[src/rtl/smr_alu_pkg.sv]
// Shared types and constants for the sign-magnitude rational ALU.
package smr_alu_pkg;
  localparam int W = 32;
  typedef logic [W-1:0] word_t;

  localparam logic [1:0] OP_ADD = 2'd0;
  localparam logic [1:0] OP_MUL = 2'd1;
  localparam logic [1:0] OP_SIMP = 2'd2;
  localparam logic [1:0] OP_CMP = 2'd3;

  typedef struct packed {
    logic  start;
    word_t n;
    word_t d;
  } div_req_t;

  typedef struct packed {
    logic  done;
    logic  dz;
    word_t q;
    word_t r;
  } div_rsp_t;
endpackage

[src/rtl/smr_alu_div.sv]
// Shared restoring divider, one quotient bit per cycle.
module smr_alu_div (
  input  logic                  clk,
  input  logic                  rst_n,
  input  smr_alu_pkg::div_req_t req,
  output smr_alu_pkg::div_rsp_t rsp
);
  import smr_alu_pkg::*;

  logic        busy_r, busy_nxt;
  logic [5:0]  cnt_r, cnt_nxt;
  word_t       q_r, q_nxt, d_r, d_nxt;
  logic [W:0]  rem_r, rem_nxt;
  logic        done_r, done_nxt;
  logic        dz_r, dz_nxt;
  logic [W:0]  sh;

  always_comb begin
    busy_nxt = busy_r;
    cnt_nxt  = cnt_r;
    q_nxt    = q_r;
    d_nxt    = d_r;
    rem_nxt  = rem_r;
    done_nxt = 1'b0;
    dz_nxt   = dz_r;
    sh       = {rem_r[W-1:0], q_r[W-1]};
    if (req.start) begin
      d_nxt   = req.d;
      q_nxt   = req.n;
      rem_nxt = '0;
      cnt_nxt = 6'(W);
      dz_nxt  = (req.d == '0);
      if (req.d == '0) begin
        q_nxt    = '0;
        done_nxt = 1'b1;
      end else begin
        busy_nxt = 1'b1;
      end
    end else if (busy_r) begin
      if (sh >= {1'b0, d_r}) begin
        rem_nxt = sh - {1'b0, d_r};
        q_nxt   = {q_r[W-2:0], 1'b1};
      end else begin
        rem_nxt = sh;
        q_nxt   = {q_r[W-2:0], 1'b0};
      end
      cnt_nxt = cnt_r - 6'd1;
      if (cnt_r == 6'd1) begin
        busy_nxt = 1'b0;
        done_nxt = 1'b1;
      end
    end
  end

  always_ff @(posedge clk) begin
    if (!rst_n) begin
      busy_r <= 1'b0;
      done_r <= 1'b0;
      cnt_r  <= '0;
    end else begin
      busy_r <= busy_nxt;
      done_r <= done_nxt;
      cnt_r  <= cnt_nxt;
    end
    q_r   <= q_nxt;
    d_r   <= d_nxt;
    rem_r <= rem_nxt;
    dz_r  <= dz_nxt;
  end

  assign rsp.done = done_r;
  assign rsp.dz   = dz_r;
  assign rsp.q    = q_r;
  assign rsp.r    = rem_r[W-1:0];
endmodule

[src/rtl/sign_magnitude_rational_alu_unit.sv]
// Top level: sequencer around one shared divider and one multiplier.
// Compare does not use the divider. The other ops are data dependent: each
// Euclid step is one division, so long gcd chains make an item take longer.
// Throughput: one request at a time; in_tready is high only when idle.
// Reset is synchronous, active low, and clears the sequencer and out_tvalid.
module sign_magnitude_rational_alu_unit (
  input  logic         clk,
  input  logic         rst_n,
  input  logic         in_tvalid,
  output logic         in_tready,
  // op[1:0], a_sign[2], a_num[34:3], a_den[66:35], b_sign[67],
  // b_num[99:68], b_den[131:100], zero fill to 136
  input  logic [135:0] in_tdata,
  output logic         out_tvalid,
  input  logic         out_tready,
  // res_sign[0], res_num[32:1], res_den[64:33], equal[65], div_zero[66], fill
  output logic [71:0]  out_tdata
);
  import smr_alu_pkg::*;

  localparam logic [4:0] S_IDLE = 5'd0, S_G = 5'd1, S_GW = 5'd2, S_RN = 5'd3,
    S_RNW = 5'd4, S_RD = 5'd5, S_RDW = 5'd6, S_NEXT = 5'd7, S_LG = 5'd8,
    S_L1 = 5'd9, S_L1W = 5'd10, S_MA = 5'd11, S_MAW = 5'd12, S_MB = 5'd13,
    S_MBW = 5'd14, S_X1 = 5'd15, S_X2 = 5'd16, S_X3 = 5'd17, S_SUM = 5'd18,
    S_OUT = 5'd19, S_MP = 5'd20, S_MP2 = 5'd21, S_CMP = 5'd22, S_CMP2 = 5'd23,
    S_LGW = 5'd24, S_MP3 = 5'd25, S_CMP3 = 5'd26;

  logic [4:0] st_r, st_nxt;
  logic [1:0] op_r, op_nxt;
  logic [1:0] step_r, step_nxt;
  logic       as_r, as_nxt, bs_r, bs_nxt;
  word_t an_r, an_nxt, ad_r, ad_nxt, bn_r, bn_nxt, bd_r, bd_nxt;
  word_t x_r, x_nxt, y_r, y_nxt, g_r, g_nxt;
  word_t t_r, t_nxt, ma_r, ma_nxt, mb_r, mb_nxt;
  logic  dz_r, dz_nxt;
  logic  ov_r, ov_nxt;
  logic [71:0] od_r, od_nxt;
  word_t mx, my, prod_r;
  word_t cn, cd, pos, neg, dif, sn;
  logic  cs, osg;
  div_req_t dreq;
  div_rsp_t drsp;

  smr_alu_div u_div (.clk(clk), .rst_n(rst_n), .req(dreq), .rsp(drsp));

  assign in_tready  = (st_r == S_IDLE);
  assign out_tvalid = ov_r;
  assign out_tdata  = od_r;

  always_comb begin
    cs = step_r[0] ? bs_r : as_r;
    cn = step_r[0] ? bn_r : an_r;
    cd = step_r[0] ? bd_r : ad_r;
  end

  always_comb begin
    mx = an_r;
    my = ma_r;
    case (st_r)
      S_X1: begin mx = an_r; my = ma_r; end
      S_X2: begin mx = ad_r; my = ma_r; end
      S_X3: begin mx = bn_r; my = mb_r; end
      S_LG, S_LGW: begin mx = ad_r; my = bd_r; end
      S_MP: begin mx = an_r; my = bn_r; end
      S_MP2: begin mx = ad_r; my = bd_r; end
      S_CMP: begin mx = an_r; my = bd_r; end
      S_CMP2, S_CMP3: begin mx = ad_r; my = bn_r; end
      default: begin mx = an_r; my = ma_r; end
    endcase
  end

  always_ff @(posedge clk) begin
    prod_r <= mx * my;
  end

  always_comb begin
    pos = as_r ? bn_r : an_r;
    neg = as_r ? an_r : bn_r;
    dif = pos - neg;
    if (as_r == bs_r) begin
      sn  = an_r + bn_r;
      osg = as_r;
    end else if (dif > pos) begin
      sn  = ~dif + 1'b1;
      osg = 1'b1;
    end else begin
      sn  = dif;
      osg = 1'b0;
    end
  end

  always_comb begin
    st_nxt = st_r; op_nxt = op_r; step_nxt = step_r;
    as_nxt = as_r; bs_nxt = bs_r;
    an_nxt = an_r; ad_nxt = ad_r; bn_nxt = bn_r; bd_nxt = bd_r;
    x_nxt = x_r; y_nxt = y_r; g_nxt = g_r; t_nxt = t_r;
    ma_nxt = ma_r; mb_nxt = mb_r; dz_nxt = dz_r;
    ov_nxt = ov_r; od_nxt = od_r;
    dreq.start = 1'b0; dreq.n = x_r; dreq.d = y_r;
    if (ov_r && out_tready) ov_nxt = 1'b0;
    case (st_r)
      S_IDLE: begin
        if (in_tvalid && in_tready) begin
          op_nxt = in_tdata[1:0];
          as_nxt = in_tdata[2];
          an_nxt = in_tdata[34:3];
          ad_nxt = in_tdata[66:35];
          bs_nxt = in_tdata[67];
          bn_nxt = in_tdata[99:68];
          bd_nxt = in_tdata[131:100];
          dz_nxt = 1'b0;
          step_nxt = 2'd0;
          x_nxt = in_tdata[34:3];
          y_nxt = in_tdata[66:35];
          st_nxt = (in_tdata[1:0] == OP_CMP) ? S_CMP : S_G;
        end
      end
      S_G: begin
        if (y_r == '0) begin
          g_nxt = x_r;
          st_nxt = S_RN;
        end else if (y_r > x_r) begin
          x_nxt = y_r; y_nxt = x_r;
        end else begin
          dreq.start = 1'b1; dreq.n = x_r; dreq.d = y_r;
          st_nxt = S_GW;
        end
      end
      S_GW: if (drsp.done) begin
        x_nxt = y_r; y_nxt = drsp.r; st_nxt = S_G;
      end
      S_RN: begin
        dreq.start = 1'b1; dreq.n = cn; dreq.d = g_r; st_nxt = S_RNW;
      end
      S_RNW: if (drsp.done) begin
        dz_nxt = dz_r | drsp.dz; t_nxt = drsp.q; st_nxt = S_RD;
      end
      S_RD: begin
        dreq.start = 1'b1; dreq.n = cd; dreq.d = g_r; st_nxt = S_RDW;
      end
      S_RDW: if (drsp.done) begin
        dz_nxt = dz_r | drsp.dz;
        if (step_r[0]) begin bn_nxt = t_r; bd_nxt = drsp.q; end
        else begin an_nxt = t_r; ad_nxt = drsp.q; end
        st_nxt = S_NEXT;
      end
      S_NEXT: begin
        if (step_r == 2'd2 || op_r == OP_SIMP) begin
          st_nxt = S_OUT;
        end else if (step_r == 2'd0) begin
          step_nxt = 2'd1; x_nxt = bn_r; y_nxt = bd_r; st_nxt = S_G;
        end else if (op_r == OP_MUL) begin
          st_nxt = S_MP;
        end else begin
          x_nxt = ad_r; y_nxt = bd_r; step_nxt = 2'd3; st_nxt = S_LG;
        end
      end
      S_LG: begin
        if (y_r == '0) begin
          g_nxt = x_r; st_nxt = S_LGW;
        end else if (y_r > x_r) begin
          x_nxt = y_r; y_nxt = x_r;
        end else begin
          dreq.start = 1'b1; dreq.n = x_r; dreq.d = y_r; st_nxt = S_L1W;
        end
      end
      S_L1W: if (drsp.done) begin
        x_nxt = y_r; y_nxt = drsp.r; st_nxt = S_LG;
      end
      S_LGW: st_nxt = S_L1;
      S_L1: begin
        dreq.start = 1'b1; dreq.n = prod_r; dreq.d = g_r; st_nxt = S_MA;
      end
      S_MA: if (drsp.done) begin
        dz_nxt = dz_r | drsp.dz; t_nxt = drsp.q;
        dreq.start = 1'b1; dreq.n = drsp.q; dreq.d = ad_r; st_nxt = S_MAW;
      end
      S_MAW: if (drsp.done) begin
        dz_nxt = dz_r | drsp.dz; ma_nxt = drsp.q;
        dreq.start = 1'b1; dreq.n = t_r; dreq.d = bd_r; st_nxt = S_MBW;
      end
      S_MBW: if (drsp.done) begin
        dz_nxt = dz_r | drsp.dz; mb_nxt = drsp.q; st_nxt = S_X1;
      end
      S_X1: st_nxt = S_X2;
      S_X2: begin an_nxt = prod_r; st_nxt = S_X3; end
      S_X3: begin ad_nxt = prod_r; st_nxt = S_MB; end
      S_MB: begin bn_nxt = prod_r; st_nxt = S_SUM; end
      S_SUM: begin
        as_nxt = osg; an_nxt = sn; st_nxt = S_OUT;
      end
      S_MP: st_nxt = S_MP2;
      S_MP2: begin
        an_nxt = prod_r;
        as_nxt = as_r ^ bs_r;
        st_nxt = S_MP3;
      end
      S_MP3: begin
        ad_nxt = prod_r; x_nxt = an_r; y_nxt = prod_r;
        step_nxt = 2'd2; st_nxt = S_G;
      end
      S_CMP: st_nxt = S_CMP2;
      S_CMP2: begin t_nxt = prod_r; st_nxt = S_CMP3; end
      S_CMP3: begin
        if (!ov_r || out_tready) begin
          ov_nxt = 1'b1;
          od_nxt = {5'd0, 1'b0, t_r == prod_r, 65'd0};
          st_nxt = S_IDLE;
        end
      end
      S_OUT: begin
        if (!ov_r || out_tready) begin
          ov_nxt = 1'b1;
          od_nxt = {5'd0, dz_r, 1'b0, ad_r, an_r, as_r};
          st_nxt = S_IDLE;
        end
      end
      default: st_nxt = S_IDLE;
    endcase
  end

  always_ff @(posedge clk) begin
    if (!rst_n) begin
      st_r <= S_IDLE;
      ov_r <= 1'b0;
    end else begin
      st_r <= st_nxt;
      ov_r <= ov_nxt;
    end
    op_r <= op_nxt; step_r <= step_nxt; as_r <= as_nxt; bs_r <= bs_nxt;
    an_r <= an_nxt; ad_r <= ad_nxt; bn_r <= bn_nxt; bd_r <= bd_nxt;
    x_r <= x_nxt; y_r <= y_nxt; g_r <= g_nxt; t_r <= t_nxt;
    ma_r <= ma_nxt; mb_r <= mb_nxt; dz_r <= dz_nxt; od_r <= od_nxt;
  end
endmodule

[config.mk]
export PLATFORM = sky130hd
export DESIGN_NAME = sign_magnitude_rational_alu_unit
export DESIGN_NICKNAME = d
export VERILOG_FILES = /design/src/rtl/smr_alu_pkg.sv /design/src/rtl/smr_alu_div.sv /design/src/rtl/sign_magnitude_rational_alu_unit.sv
export SDC_FILE = /design/constraint.sdc
export NUM_CORES = 2
export LEC_CHECK = 0
export BUFFER_PORTS_ARGS = -buffer_cell sky130_fd_sc_hd__buf_2
export CAP_MARGIN = 30
export CORE_UTILIZATION = 35
export DETAILED_ROUTE_END_ITERATION = 16
export GPL_TIMING_DRIVEN = 1
export PLACE_DENSITY = 0.55
export SYNTH_ARGS = -nofsm -noshare
export SYNTH_HDL_FRONTEND = slang
export SYNTH_SLANG_ARGS = --single-unit
[constraint.sdc]
create_clock -name clk -period 15.4 [get_ports clk]
set_clock_uncertainty 0.1 [all_clocks]
set_input_delay 0.77 -clock clk [delete_from_list [all_inputs] [get_ports clk]]
set_output_delay 0.77 -clock clk [all_outputs]
set_load 0.05 [all_outputs]
Yosys cells after proc, flatten, opt, wreduce, memory -nomap -nowiden
Index checks and enable logic that the tools add are counted.
{"block": "op_classes", "addsub": 5, "multipliers": 1, "n_lt_le_gt_ge": 3, "eq_ne": 58, "mux": 96, "bitwise": 4, "n_reduce_logical": 47}
{"cell": "$mux 32", "count": 35}
{"cell": "$pmux 65 s6", "count": 1}
{"cell": "$pmux 32 s5", "count": 2}
{"cell": "$pmux 32 s3", "count": 3}
{"cell": "$mux 65", "count": 4}
{"cell": "$pmux 32 s2", "count": 3}
{"cell": "$mux 72", "count": 2}
{"cell": "$pmux 72 s2", "count": 1}
{"cell": "$pmux 5 s26", "count": 1}
{"cell": "$pmux 32 s4", "count": 1}
{"cell": "$mux 5", "count": 17}
{"cell": "$gt 32x32->1", "count": 2}
{"cell": "$logic_not 32->1", "count": 2}
{"cell": "$sub 32x32->32", "count": 2}
{"cell": "$eq 5x5->1 const B", "count": 11}
{"cell": "$eq 5x4->1 const B", "count": 8}
{"cell": "$ge 33x32->1", "count": 1}
{"cell": "$add 32x1->32 const B", "count": 1}
{"cell": "$add 32x32->32", "count": 1}
{"cell": "$eq 32x32->1", "count": 1}
{"cell": "$mul 32x32->32", "count": 1}
{"cell": "$not 32->32", "count": 1}
{"cell": "$ne 2x1->1 const B", "count": 13}
{"cell": "$eq 5x3->1 const B", "count": 4}
{"cell": "other kinds (38)", "count": 96}
{"block": "word_totals", "ff_bits": 542, "in_bits": 140, "output_inout_bits": 74, "word_cells": 241}

Longest topological paths before layout
{"block": "logic_depth", "word_depth": 7, "mapped_depth": 39, "mapped_depth_nobuf": 32}

By module
Synthesis repeated with hierarchy kept, for this count alone.
{"block": "unflattened", "cells_unflattened": 5519, "area_unflattened_um2": 50962.6}
{"module": "sign_magnitude_rational_alu_unit", "instances": 1, "cells_each": 4879, "area_per_inst_um2": 44821.7, "seq_area_each_um2": 12592.1}
{"module": "smr_alu_div", "instances": 1, "cells_each": 640, "area_per_inst_um2": 6140.9, "seq_area_each_um2": 2752.6}

Worst setup path after synthesis
OpenSTA, ideal clock, no wires.
{"block": "synth_path", "path_kind": "flip-flop to flip-flop", "start": "reg y_r[17]", "end": "reg x_r[0] (enable)", "setup_time_ps": 827, "t_arrival_ps": 11976, "t_required_ps": 14473, "setup_slack_ps": 2497, "stages_incl_launch_ff": 13, "n_path_buf": 0, "period_less_slack_ps": 12903, "cell_sequence": "edfxtp_1 ha_1 a21o_1 a21o_1 a21o_1 a21o_1 a21o_1 a21o_1 a21oi_1 or3_1 a31oi_1 a21oi_1 a2111oi_0"}
{"block": "synth_between", "elab_chain_len": 3, "elab_cells_between_ends": 5, "classes_between": "order compare: 1; eq/ne: 2; reduce/logical: 2"}
{"element": "from (decl)", "line_no": "sign_magnitude_rational_alu_unit.sv:33", "rtl": "word_t x_r, x_nxt, y_r, y_nxt, g_r, g_nxt;"}
{"element": "from (signal assigned)", "line_no": "sign_magnitude_rational_alu_unit.sv:232", "rtl": "x_r <= x_nxt; y_r <= y_nxt; g_r <= g_nxt; t_r <= t_nxt;"}
{"element": "$gt 32x32->1 or $logic_not 32->1 (tied branches)"}
{"element": "$ne 2x1->1 (no line) or $ne 2x2->1 (tied branches)"}
{"element": "$reduce_and 7->1 (no line) (*)"}
{"element": "to (signal assigned)", "line_no": "sign_magnitude_rational_alu_unit.sv:232"}
{"element": "to (decl)", "line_no": "sign_magnitude_rational_alu_unit.sv:33"}
Every way passes the cells marked *; elsewhere a longest branch is shown, timed or not.
A chain may end at the register's enable or synchronous reset.

Worst setup path in the final report
{"block": "layout_path", "start": "reg st_r[1]", "end": "reg prod_r[29]"}
{"block": "layout_between", "elab_chain_len": 4, "elab_cells_between_ends": 15, "classes_between": "mul: 1; eq/ne: 9; mux: 2; reduce/logical: 3"}
{"element": "from (decl)", "line_no": "sign_magnitude_rational_alu_unit.sv:28", "rtl": "logic [4:0] st_r, st_nxt;"}
{"element": "from (signal assigned)", "line_no": "sign_magnitude_rational_alu_unit.sv:227", "rtl": "st_r <= st_nxt;"}
{"element": "$eq 5x5->1 or $eq 5x4->1 (tied branches)", "line_no": "sign_magnitude_rational_alu_unit.sv:59", "rtl": "case (st_r)"}
{"element": "$reduce_or 6->1 (no line), or another cell as far along"}
{"element": "$pmux 32 s2 or $pmux 32 s3 (tied branches)", "line_no": "sign_magnitude_rational_alu_unit.sv:59"}
{"element": "$mul 32x32->32 (*)", "line_no": "sign_magnitude_rational_alu_unit.sv:73", "rtl": "prod_r <= mx * my;"}
{"element": "to (signal assigned)", "line_no": "sign_magnitude_rational_alu_unit.sv:73"}
{"element": "to (decl)", "line_no": "sign_magnitude_rational_alu_unit.sv:38", "rtl": "word_t mx, my, prod_r;"}
Marked as above.

==> qor.yml <==
clock_latency_ns: 0.70
finalNetCount: 6228
yosys_warnings: 0
path_clk_slew_ns: 0.06
grt_pass1_vias: 43400
worstSetupStartpointType: "register"
cts_buffers: 61
synth_area_per_cell_um2: 9.44
wl_per_cell_um: 30.7
hold_viol: 0
die_area_um2: 146000
ys_ff_latch: 537
path_common_cell: "fa_1"
finalSetupViolCount: 0
drcViolationCount: 0
die_w_um: 382
ys_async_sr_fraction_pct: 0
reg2reg_slack_ns: 4.32
final_cell_mix: "nor2_1, inv_1, nand2_1"
synth_flop_cell: "edfxtp_1"
grt_usage_pct: 30.4
slowest_delay_ns: 0.91
clock.fmax_ghz: 0.0903
tns_ns: 0
largest_reg_flops: 67
cts_tree: "built"
finalCritPeriodShare_pct: 71.9
layout_commonest_cell: "nor2_1"
antenna_found_initial: 21
cap_viol_max_count: 0
syn_inst: 5359
drt-total-wl_um: 227000
portBuffers: 204
crit_family: "adder cells"
crit_slowest_cell: "a221o_1"
critPathKind: "reg2reg"
postCtsResizedCells: 0
grt_start_max_net_pins: 93
crit_required_ns: 15.92
overflow: 0
crit_buf_inv: 8
post_cts_buffers: 0
vias: 45200
period_needed_ns: 11.08
cp-end-kind: "register"
worst_pin_slew_ns: 1.25
ios: 214
synth_seq_area_share_pct: 30.3
slew_violations: 0
chipHeight_um: 382
synth_edf_count: 459
ant_nets: 0
max_slew_margin_pct: 16.6
vias_per_cell: 6.12
synth_cell_types: 109
grt_pass1_wl_um: 319000
cts_root_buf: "clkbuf_16"
drt_iter0_markers: 6884
status: "finished clean"
cp_max_fo: 33
dr.pass1.iters: 14
syn2layout_area_growth_pct: 11.2
row_count: 139
hold_buffers: 0
drive_gt1_share_pct: 12.4
dp_hpwl_um: 168000
initial_core_util_pct: 35.3
hold_path.class: "in2reg"
arrival_ns: 11.60
coreArea_um2: 143000
cts_buffer_depth: 3
htreeDepth: 2
cts_sinks: 537
place_congestion: 1.02
mappedNetlistArea_um2: 50600
rsz0062_at_grt: "false"
per-layer routing:
metal	up-vias	wire length, um	global-route usage, %
met3	535	31300	9.83
met5	-	75	0.529
li1	19100	-	-
met1	22600	88300	40.5
met2	2958	94000	43.9
met4	12	13100	15.1
through the flow:
stage | worst slack, ns | instance area [um2] | cells | util [%] | hold WS [ns]
6_report | 4.32 | 56300 | 7389 | 39.2 | 0.170
3_3_place_gp | 4.48 | 54100 | 7255 | 37.7 | 0.373
5_1_grt | 3.89 | 56200 | 7381 | 39.2 | 0.163
4_1_cts | 4.45 | 56100 | 7377 | 39.1 | 0.153
3_5_place_dp | 4.50 | 54100 | 7261 | 37.7 | 0.392
2_1_floorplan | 2.50 | 50600 | 5363 | - | 0.363
synthesized netlist by cell type (all sizes together) (71+ instances only):
cell type / count / share of area (%)
a21oi: 261 / 2.6
a221oi: 138 / 2.5
a222oi: 76 / 1.5
and2: 85 / 1.1
buf: 108 / 1.1
clkbuf: 266 / 2.0
dfxtp: 78 / 3.1
edfxtp: 459 / 27
fa: 410 / 16
ha: 253 / 6.3
inv: 516 / 3.8
mux2i: 91 / 1.8
nand2: 507 / 3.8
nand2b: 114 / 1.4
nand3: 79 / 0.79
nor2: 557 / 4.1
nor2b: 84 / 1.0
o21ai: 199 / 2.0
xnor2: 137 / 2.4
xor2: 71 / 1.2
area by class of cell:
class / count / area [um2]
clock buffer: 90 / 1720
timing repair buffer: 373 / 2370
tap: 1903 / 2380
inverter: 516 / 1940
clock inverter: 26 / 310
sequential: 537 / 15300
multi-input combinational: 3936 / 32200
fill: 14400 / 87200
antenna: 8 / 20.0
logic make-up (layout without fill, tap and decap cells):
group / after synthesis / after routing / share of synthesized area (%)
DFF: 537 / 537 / 30.3
xor gates and xnor gates: 210 / 210 / 3.72
other: 1 / 13 / 0.00741
AOI/OAI and AO/OA: 1237 / 1237 / 17.9
adders and majority gates: 664 / 664 / 22.5
muxes: 157 / 157 / 3.30
and+or+nand+nor: 1663 / 1663 / 15.3
buffers and inverters: 890 / 1005 / 6.89
path summary, 6_finish.rpt:
kind / startpoint / end / cells after the start
min reg2reg: u_div.cnt_r[0] / u_div.cnt_r[0] / 2
min: in_tdata[67] / bs_r / 1
max reg2reg: st_r[1] / prod_r[29] / 30
max: st_r[1] / prod_r[29] / 30
Power is not shown: default switching activity piles up to over one toggle a cycle in this logic, so the estimate is an artifact.
